**src/rtl/melody_note_sequencer_core_defines.svh**
```systemverilog
// ----------------------------------------------------------------------------
// Melody note sequencer assertion macros
// Shared property wrappers for the sequencer RTL.
// ----------------------------------------------------------------------------
`ifndef MELODY_NOTE_SEQUENCER_CORE_DEFINES_SVH
`define MELODY_NOTE_SEQUENCER_CORE_DEFINES_SVH

// Check a property on every clock edge outside reset.
`define MNS_ASSERT(lbl, prop, msg) \
	lbl: assert property (@(posedge clk) disable iff (!arst_n) prop) else $error(msg);

// Check a property on every clock edge, reset included.
`define MNS_ASSERT_ALWAYS(lbl, prop, msg) \
	lbl: assert property (@(posedge clk) prop) else $error(msg);

`endif

```
**src/rtl/mns_pkg.sv**
```systemverilog
// ----------------------------------------------------------------------------
// Melody note sequencer package
// Command codes, widths and shared types of the sequencer.
// ----------------------------------------------------------------------------
package mns_pkg;

	localparam int unsigned FREQ_W  = 16;
	localparam int unsigned DUR_W   = 10;   // longest note is 520 ms
	localparam int unsigned GAP_W   = 10;
	localparam int unsigned REM_W   = 16;
	localparam int unsigned POS_W   = 4;
	localparam int unsigned SEL_W   = 3;
	localparam int unsigned STEP_W  = DUR_W + 1;   // note plus gap, at most 1543 ms

	localparam logic [SEL_W-1:0] NUM_TUNES     = 3'd5;
	localparam logic [GAP_W-1:0] GAP_RESET     = 10'd20;
	localparam logic [POS_W-1:0] MAX_TUNE_LEN  = 4'd13;

	typedef enum logic [1:0] {
		FUNC_TICK = 2'd0,
		FUNC_PLAY = 2'd1,
		FUNC_STOP = 2'd2,
		FUNC_BEEP = 2'd3
	} func_t;

	// One note read from the melody table.
	typedef struct packed {
		logic              in_range;   // position lies inside the melody
		logic [FREQ_W-1:0] freq;       // zero for a rest
		logic [DUR_W-1:0]  dur;
	} note_t;

endpackage

```
**src/rtl/mns_note_rom.sv**
```systemverilog
// ----------------------------------------------------------------------------
// Melody note table
// Read-only table of the five melodies; returns one note and a range flag.
// ----------------------------------------------------------------------------
module mns_note_rom (
	input  logic [mns_pkg::SEL_W-1:0] sel,
	input  logic [mns_pkg::POS_W-1:0] pos,
	output mns_pkg::note_t            note
);

	logic [mns_pkg::POS_W-1:0]  tune_len;
	logic [mns_pkg::FREQ_W-1:0] freq;
	logic [mns_pkg::DUR_W-1:0]  dur;

	always_comb begin
		unique case (sel)
			3'd0:    tune_len = 4'd4;
			3'd1:    tune_len = 4'd5;
			3'd2:    tune_len = 4'd8;
			3'd3:    tune_len = 4'd4;
			3'd4:    tune_len = 4'd13;
			default: tune_len = 4'd0;
		endcase
	end

	always_comb begin
		freq = '0;
		dur  = '0;
		unique case ({sel, pos})
			// success
			{3'd0, 4'd0}:  begin freq = 16'd523;  dur = 10'd120; end
			{3'd0, 4'd1}:  begin freq = 16'd659;  dur = 10'd120; end
			{3'd0, 4'd2}:  begin freq = 16'd784;  dur = 10'd160; end
			{3'd0, 4'd3}:  begin freq = 16'd1047; dur = 10'd260; end
			// alert
			{3'd1, 4'd0}:  begin freq = 16'd988;  dur = 10'd100; end
			{3'd1, 4'd1}:  begin freq = 16'd0;    dur = 10'd70;  end
			{3'd1, 4'd2}:  begin freq = 16'd988;  dur = 10'd100; end
			{3'd1, 4'd3}:  begin freq = 16'd0;    dur = 10'd70;  end
			{3'd1, 4'd4}:  begin freq = 16'd784;  dur = 10'd240; end
			// scale
			{3'd2, 4'd0}:  begin freq = 16'd262;  dur = 10'd110; end
			{3'd2, 4'd1}:  begin freq = 16'd294;  dur = 10'd110; end
			{3'd2, 4'd2}:  begin freq = 16'd330;  dur = 10'd110; end
			{3'd2, 4'd3}:  begin freq = 16'd349;  dur = 10'd110; end
			{3'd2, 4'd4}:  begin freq = 16'd392;  dur = 10'd110; end
			{3'd2, 4'd5}:  begin freq = 16'd440;  dur = 10'd110; end
			{3'd2, 4'd6}:  begin freq = 16'd494;  dur = 10'd110; end
			{3'd2, 4'd7}:  begin freq = 16'd523;  dur = 10'd220; end
			// startup
			{3'd3, 4'd0}:  begin freq = 16'd392;  dur = 10'd100; end
			{3'd3, 4'd1}:  begin freq = 16'd523;  dur = 10'd100; end
			{3'd3, 4'd2}:  begin freq = 16'd659;  dur = 10'd120; end
			{3'd3, 4'd3}:  begin freq = 16'd784;  dur = 10'd220; end
			// birthday
			{3'd4, 4'd0}:  begin freq = 16'd392;  dur = 10'd170; end
			{3'd4, 4'd1}:  begin freq = 16'd392;  dur = 10'd170; end
			{3'd4, 4'd2}:  begin freq = 16'd440;  dur = 10'd340; end
			{3'd4, 4'd3}:  begin freq = 16'd392;  dur = 10'd340; end
			{3'd4, 4'd4}:  begin freq = 16'd523;  dur = 10'd340; end
			{3'd4, 4'd5}:  begin freq = 16'd494;  dur = 10'd520; end
			{3'd4, 4'd6}:  begin freq = 16'd0;    dur = 10'd120; end
			{3'd4, 4'd7}:  begin freq = 16'd392;  dur = 10'd170; end
			{3'd4, 4'd8}:  begin freq = 16'd392;  dur = 10'd170; end
			{3'd4, 4'd9}:  begin freq = 16'd440;  dur = 10'd340; end
			{3'd4, 4'd10}: begin freq = 16'd392;  dur = 10'd340; end
			{3'd4, 4'd11}: begin freq = 16'd587;  dur = 10'd340; end
			{3'd4, 4'd12}: begin freq = 16'd523;  dur = 10'd520; end
			default:       begin freq = '0;       dur = '0;      end
		endcase
	end

	assign note.in_range = (pos < tune_len);
	assign note.freq     = freq;
	assign note.dur      = dur;

endmodule

```
**src/rtl/melody_note_sequencer_core.sv**
```systemverilog
// Path: an accepted item passes the input register, then the result register,
//   where out_valid marks it; the result transfers out while out_stall is low.
// Throughput: one item per cycle while out_stall is low, from a single next-state
//   pass; a stalled result lets the input register take one more item, then in_stall holds the sender.
// Reset: arst_n clears both valid bits, all sequencer state and sets the note
//   gap to 20 ms; payload registers are not reset.
// ----------------------------------------------------------------------------
// Melody note sequencer core
// Buzzer melody player driven by millisecond ticks, play, stop and beep items.
// ----------------------------------------------------------------------------
`include "melody_note_sequencer_core_defines.svh"

module melody_note_sequencer_core (
	input  logic        clk,
	input  logic        arst_n,
	// configuration: note gap in ms
	input  logic        cfg_we,
	input  logic [9:0]  cfg_wdata,
	// input channel
	input  logic        in_valid,
	output logic        in_stall,
	input  logic [1:0]  func,
	input  logic [2:0]  melody_id,
	input  logic [15:0] beep_frequency,
	input  logic [15:0] beep_duration_ms,
	// result channel
	output logic        out_valid,
	input  logic        out_stall,
	output logic [15:0] tone_frequency,
	output logic        playing,
	output logic [3:0]  note_index,
	output logic        accepted
);

	// ------------------------------------------------------------------
	// Sequencer state
	// ------------------------------------------------------------------
	logic [mns_pkg::GAP_W-1:0]  gap_q;
	logic [mns_pkg::FREQ_W-1:0] freq_q,    freq_n;
	logic [mns_pkg::REM_W-1:0]  rem_q,     rem_n;
	logic [mns_pkg::SEL_W-1:0]  sel_q,     sel_n;
	logic [mns_pkg::POS_W-1:0]  pos_q,     pos_n;
	logic [mns_pkg::STEP_W-1:0] elapsed_q, elapsed_n;
	logic [mns_pkg::STEP_W-1:0] total_q,   total_n;
	logic                       play_q,    play_n;
	logic                       ok_n;

	// ------------------------------------------------------------------
	// Input register
	// ------------------------------------------------------------------
	logic                        valid_s1;
	mns_pkg::func_t              func_s1;
	logic [mns_pkg::SEL_W-1:0]   id_s1;
	logic [mns_pkg::FREQ_W-1:0]  bfreq_s1;
	logic [mns_pkg::REM_W-1:0]   bdur_s1;

	logic advance;
	logic in_xfer;

	// The result register is free when empty or being drained this cycle.
	assign advance  = ~out_valid | ~out_stall;
	// Hold the input side only while the stage-1 item cannot move on.
	assign in_stall = valid_s1 & ~advance;
	assign in_xfer  = in_valid & ~in_stall;

	always_ff @(posedge clk or negedge arst_n) begin
		if (!arst_n) begin
			valid_s1 <= 1'b0;
		end else if (in_xfer) begin
			valid_s1 <= 1'b1;
		end else if (advance) begin
			valid_s1 <= 1'b0;
		end
	end

	always_ff @(posedge clk) begin
		if (in_xfer) begin
			func_s1  <= mns_pkg::func_t'(func);
			id_s1    <= melody_id;
			bfreq_s1 <= beep_frequency;
			bdur_s1  <= beep_duration_ms;
		end
	end

	// ------------------------------------------------------------------
	// Note lookup: note 0 of the requested melody on play, else the note
	// after the current one for a tick that closes a step.
	// ------------------------------------------------------------------
	logic [mns_pkg::SEL_W-1:0] rom_sel;
	logic [mns_pkg::POS_W-1:0] rom_pos;
	logic [mns_pkg::POS_W-1:0] pos_inc;
	mns_pkg::note_t            rom_note;

	assign pos_inc = pos_q + 1'b1;
	assign rom_sel = (func_s1 == mns_pkg::FUNC_PLAY) ? id_s1 : sel_q;
	assign rom_pos = (func_s1 == mns_pkg::FUNC_PLAY) ? '0 : pos_inc;

	mns_note_rom u_note_rom (
		.sel  (rom_sel),
		.pos  (rom_pos),
		.note (rom_note)
	);

	// Tone and step length of the looked-up note; a rest keeps the buzzer quiet.
	logic                       note_sounds;
	logic [mns_pkg::STEP_W-1:0] note_total;
	logic [mns_pkg::STEP_W-1:0] elapsed_inc;

	assign note_sounds = (rom_note.freq != '0) && (rom_note.dur != '0);
	assign note_total  = {1'b0, rom_note.dur} + {1'b0, gap_q};
	assign elapsed_inc = elapsed_q + 1'b1;

	// ------------------------------------------------------------------
	// Next-state pass for the stage-1 item
	// ------------------------------------------------------------------
	always_comb begin
		freq_n    = freq_q;
		rem_n     = rem_q;
		sel_n     = sel_q;
		pos_n     = pos_q;
		elapsed_n = elapsed_q;
		total_n   = total_q;
		play_n    = play_q;
		ok_n      = 1'b1;

		unique case (func_s1)
			mns_pkg::FUNC_TICK: begin
				// Count the tone down and silence it when time runs out.
				if (rem_q != '0) begin
					rem_n = rem_q - 1'b1;
					if (rem_q == 16'd1) begin
						freq_n = '0;
					end
				end
				if (play_q) begin
					elapsed_n = elapsed_inc;
					if (elapsed_inc >= total_q) begin
						if (!rom_note.in_range) begin
							// Last note done: drop the melody.
							freq_n    = '0;
							rem_n     = '0;
							sel_n     = '0;
							pos_n     = '0;
							elapsed_n = '0;
							total_n   = '0;
							play_n    = 1'b0;
						end else begin
							pos_n     = pos_inc;
							freq_n    = note_sounds ? rom_note.freq : '0;
							rem_n     = note_sounds ? {6'd0, rom_note.dur} : '0;
							elapsed_n = '0;
							total_n   = note_total;
						end
					end
				end
			end
			mns_pkg::FUNC_PLAY: begin
				if (id_s1 < mns_pkg::NUM_TUNES) begin
					// Restart from note 0, dropping whatever was playing.
					sel_n     = id_s1;
					pos_n     = '0;
					play_n    = 1'b1;
					freq_n    = note_sounds ? rom_note.freq : '0;
					rem_n     = note_sounds ? {6'd0, rom_note.dur} : '0;
					elapsed_n = '0;
					total_n   = note_total;
				end else begin
					ok_n = 1'b0;
				end
			end
			mns_pkg::FUNC_STOP: begin
				freq_n    = '0;
				rem_n     = '0;
				sel_n     = '0;
				pos_n     = '0;
				elapsed_n = '0;
				total_n   = '0;
				play_n    = 1'b0;
			end
			mns_pkg::FUNC_BEEP: begin
				// Stop the melody; sound the tone only if both fields are nonzero.
				sel_n     = '0;
				pos_n     = '0;
				elapsed_n = '0;
				total_n   = '0;
				play_n    = 1'b0;
				if ((bfreq_s1 != '0) && (bdur_s1 != '0)) begin
					freq_n = bfreq_s1;
					rem_n  = bdur_s1;
				end else begin
					freq_n = '0;
					rem_n  = '0;
				end
			end
			default: begin
				ok_n = 1'b1;
			end
		endcase
	end

	logic step_en;
	assign step_en = valid_s1 & advance;

	always_ff @(posedge clk or negedge arst_n) begin
		if (!arst_n) begin
			gap_q     <= mns_pkg::GAP_RESET;
			freq_q    <= '0;
			rem_q     <= '0;
			sel_q     <= '0;
			pos_q     <= '0;
			elapsed_q <= '0;
			total_q   <= '0;
			play_q    <= 1'b0;
		end else begin
			if (cfg_we) begin
				gap_q <= cfg_wdata;
			end
			if (step_en) begin
				freq_q    <= freq_n;
				rem_q     <= rem_n;
				sel_q     <= sel_n;
				pos_q     <= pos_n;
				elapsed_q <= elapsed_n;
				total_q   <= total_n;
				play_q    <= play_n;
			end
		end
	end

	// ------------------------------------------------------------------
	// Result register
	// ------------------------------------------------------------------
	always_ff @(posedge clk or negedge arst_n) begin
		if (!arst_n) begin
			out_valid <= 1'b0;
		end else if (advance) begin
			out_valid <= valid_s1;
		end
	end

	always_ff @(posedge clk) begin
		if (step_en) begin
			tone_frequency <= freq_n;
			playing        <= play_n;
			note_index     <= pos_n;
			accepted       <= ok_n;
		end
	end

	// ------------------------------------------------------------------
	// Assertions
	// ------------------------------------------------------------------
	`MNS_ASSERT(a_tone_needs_time, (freq_q != '0) |-> (rem_q != '0), "tone on with no time left")
	`MNS_ASSERT(a_idle_clear, !play_q |-> ((pos_q == '0) && (elapsed_q == '0) && (total_q == '0)), "melody state left over while idle")
	`MNS_ASSERT(a_pos_range, play_q |-> (pos_q < mns_pkg::MAX_TUNE_LEN), "note position past longest melody")
	`MNS_ASSERT(a_result_held, (out_valid && out_stall) |=> out_valid, "stalled result dropped")
	`MNS_ASSERT_ALWAYS(a_s1_held, (arst_n && valid_s1 && !advance) |=> (!arst_n || valid_s1), "stage-1 item lost while held")

endmodule
```
**config.mk**
```make
export PLATFORM = sky130hd
export DESIGN_NAME = melody_note_sequencer_core
export DESIGN_NICKNAME = d
export VERILOG_FILES = /design/src/rtl/mns_pkg.sv /design/src/rtl/mns_note_rom.sv /design/src/rtl/melody_note_sequencer_core.sv
export VERILOG_INCLUDE_DIRS = /design/src /design/src/rtl
export SDC_FILE = /design/constraint.sdc
export NUM_CORES = 1
export LEC_CHECK = 0
export ABC_AREA = 1
export BUFFER_PORTS_ARGS = -buffer_cell sky130_fd_sc_hd__buf_2
export CORE_UTILIZATION = 35
export CTS_CLUSTER_DIAMETER = 50
export DETAILED_ROUTE_END_ITERATION = 12
export PLACE_DENSITY = 0.55
export SETUP_SLACK_MARGIN = 0.5
export SLEW_MARGIN = 20
export SYNTH_ARGS = -nofsm -noshare
export SYNTH_HDL_FRONTEND = slang
export SYNTH_HIERARCHICAL = 1
export SYNTH_SLANG_ARGS = --single-unit
export TNS_END_PERCENT = 20
```
**constraint.sdc**
```tcl
create_clock -name clk -period 4.85 [get_ports clk]
set_input_delay 0.97 -clock clk [delete_from_list [all_inputs] [get_ports clk]]
set_output_delay 0.97 -clock clk [all_outputs]
set_load 0.005 [all_outputs]
```
==> impl_metrics.tcl <==
set metrics [dict create \
    outcome "complete, no violations" \
    route.vias.total 8253 \
    cts_buffer_depth 2 \
    synth_area_per_cell_sq_um 7.31 \
    p_per_area_mw_per_mm2 440 \
    ir_drop_uv 184 \
    nNetsFinal 1401 \
    cp_data_required_time_ns 5.03 \
    cts_buffers 17 \
    grt_usage_pct 20.9 \
    crit_type "flip-flop to flip-flop" \
    synth_edf_count 59 \
    drt_iter0_markers 699 \
    drv_slew 0 \
    firstDrtPassIters 7 \
    yosysSeqAreaShare_pct 40.0 \
    ant_nets 0 \
    port_buffers 75 \
    syn_area_sq_mm 0.00908 \
    wl_mm 26.4 \
    core_sq_mm 0.0253 \
    worstHoldPathType "flip-flop to flip-flop" \
    syn_inst 1241 \
    wire_per_inst_um 16.0 \
    ys_warn_count 6 \
    leakage_uw 0.00497 \
    first_global_vias 7908 \
    holdWs_ns 0.481 \
    clk_pin_slew_worst_paths_ns 0.07 \
    drive_gt1_share_pct 12.8 \
    synth_area_leader_cell "dfrtp_1" \
    grt_first_pass_wirelength_mm 42.7 \
    end_kind "flip-flop" \
    multiInputGateArea_sq_mm 0.00465 \
    synth_ff_type "dfrtp_1" \
    layout_common_cells "nand2_1, nor2_1, inv_1, nand3_1, buf_2" \
    ys_seq_elements 133 \
    drv_cap 0 \
    skew_ns 0.0227 \
    area_delta_synth_final_pct 14.2 \
    fin_ws_ns 0.891 \
    worstPathArrival_ns 4.14 \
    gr-usage-met2_pct 33.8 \
    ios 76 \
    antenna_found_initial 0 \
    rows 58 \
    fin_crit_ns 3.96 \
    fmax_mhz 253 \
    final_common_cell "nand2_1" \
    worst_pin_slew_ns 1.05 \
    dpl_worst_slack_ns 0.479 \
    clock-sinks 133 \
    insertion_delay_ns 0.44 \
    globalplace.congestion 0.919 \
    finalHoldViolCount 0 \
    async_flop_share_pct 55.6 \
    drc 0 \
    cts_tree "built" \
    busiest_layer "met2" \
    met1_usage_pct 28.6 \
    synth_top_cell_area_share_pct 19.9 \
    overflow 0 \
    tns_ns 0 \
    die_width_um 163 \
    startpoint_type "flip-flop" \
    use_met3_pct 3.45 \
    hold_buffers 0 \
    die_h_um 163 \
    regArea_sq_mm 0.00363 \
    cp_max_fo 24 \
    initial_core_util_pct 35.8 \
    ys_types 49 \
    antenna_cells 0 \
    die-area_sq_mm 0.0266 \
    cts_root_buffer "clkbuf_16" \
    h-tree-depth 4 \
    dp_hpwl_mm 18.7 \
    rsz0062_at_grt "no" \
    fill_cells 2628 \
    slew_headroom_pct 29.7 \
    setup_viol 0 \
    grt_max_degree 61 \
    synth_area_leaders "dfrtp_1, edfxtp_1, nand2_1" \
    viasPerCell 4.99 \
    period_share_pct 81.6 \
]
-- cell usage after synthesis (2+ instances only) --
master / instances
o21ai_0: 27
buf_4: 6
and2_1: 16
buf_6: 4
a21o_1: 2
nor3_1: 17
or2_2: 4
a21boi_0: 2
buf_1: 4
nor2_8: 2
inv_1: 143
edfxtp_1: 59
a21oi_2: 3
o21bai_1: 2
nor2_4: 6
a21oi_1: 52
nor2_1: 174
xnor2_1: 7
o21ai_1: 7
nand2_1: 327
nand4_1: 33
ha_1: 38
nand2_2: 3
nand3b_1: 6
nor2_2: 2
clkbuf_1: 21
nand3_1: 127
dfstp_2: 2
inv_4: 2
xor2_1: 19
o22ai_1: 7
buf_2: 12
inv_2: 4
o211ai_1: 6
mux2_2: 10
dfrtp_1: 72
-- what timing repair did --
item                       4_1_cts  5_1_grt
pin swaps                        0        0
setup buffers                    0        0
gates resized for setup          1        2
setup endpoints to repair        5       28
-- worst max-delay path: stages (launching register included) --
cell,delay [ns]
edfxtp_1,0.48
nor2_2,0.42
buf_4,0.21
nor2_1,0.04
buf_4,0.19
ha_1,0.33
nand2_2,0.16
nor3_1,0.06
nand2_1,0.19
nand4_1,0.25
nor2_1,0.16
nand2_1,0.06
nor2_1,0.16
nand2_1,0.14
nand2_1,0.11
buf_4,0.29
nor2_1,0.09
nand3_1,0.09
nand3_1,0.09
and2_1,0.19
-- cell type report --
cell class                      count  share of cell area [%]
Multi-Input combinational cell    914                    44.8
Inverter                          151                    5.56
Clock buffer                       17                    4.10
Clock inverter                     15                    1.61
Sequential cell                   133                    35.0
Timing Repair Buffer               93                    4.95
Tap cell                          330                    3.98
-- stage by stage --
stage          utilization [%]  area (sq um)  power, uW  instances
3_3_place_gp              38.6          9760       3210       1621
3_5_place_dp              38.6          9760       3210       1621
4_1_cts                   40.9         10400       4580       1653
5_1_grt                   40.9         10400       4890       1653
2_1_floorplan                -          9090       2750       1246
6_report                  40.9         10400       4560       1653
-- final timing paths --
path,from,end,slack [ns],depth (start not counted)
max in group asynchronous,arst_n,freq_q[6]$_DFFE_PN0P_,3.38,2
min in group asynchronous,arst_n,gap_q[9]$_DFFE_PN0P_,0.63,1
worst max-delay path,func_s1[1]$_DFFE_PP_,tone_frequency[3]$_DFFE_PP_,0.89,19
worst max register to register,func_s1[1]$_DFFE_PP_,tone_frequency[3]$_DFFE_PP_,0.89,19
worst min register to register,total_q[8]$_DFFE_PN0P_,total_q[8]$_DFFE_PN0P_,0.48,2
worst min-delay path,total_q[8]$_DFFE_PN0P_,total_q[8]$_DFFE_PN0P_,0.48,2
-- state kept, by name, indices dropped and copies added (netlist names), 2 cells and up --
name,flops
bdur_s1,16
bfreq_s1,16
freq_q,16
rem_q,16
tone_frequency,16
elapsed_q,11
total_q,11
gap_q,10
note_index,4
pos_q,4
id_s1,3
sel_q,3
func_s1,2
-- power by group --
group          internal, uW  switching [uW]  leakage [uW]  total (uW)
sequential             1400             160       0.00150        1560
clock                   771             576      0.000288        1350
combinational           572            1080       0.00318        1650
total                  2740            1820       0.00497        4560
-- cells by family after synthesis --
logic type                 Yosys count  synth area share, %
AOI/OAI and AO/OA                  113                 6.93
xor gates and xnor gates            26                 2.51
adders and majority gates           39                 5.46
buffers and inverters              199                 9.26
DFF                                133                 40.0
muxes                               10                 1.24
other                                1               0.0413
and+or+nand+nor                    720                 34.6
-- routing by layer --
layer / share of wire, % / wire, um
met2: 47 / 12500
met5: 0 / 0
met1: 47 / 12300
met3: 4.7 / 1240
met4: 1.4 / 363
Power figures use the tool's default switching activity.
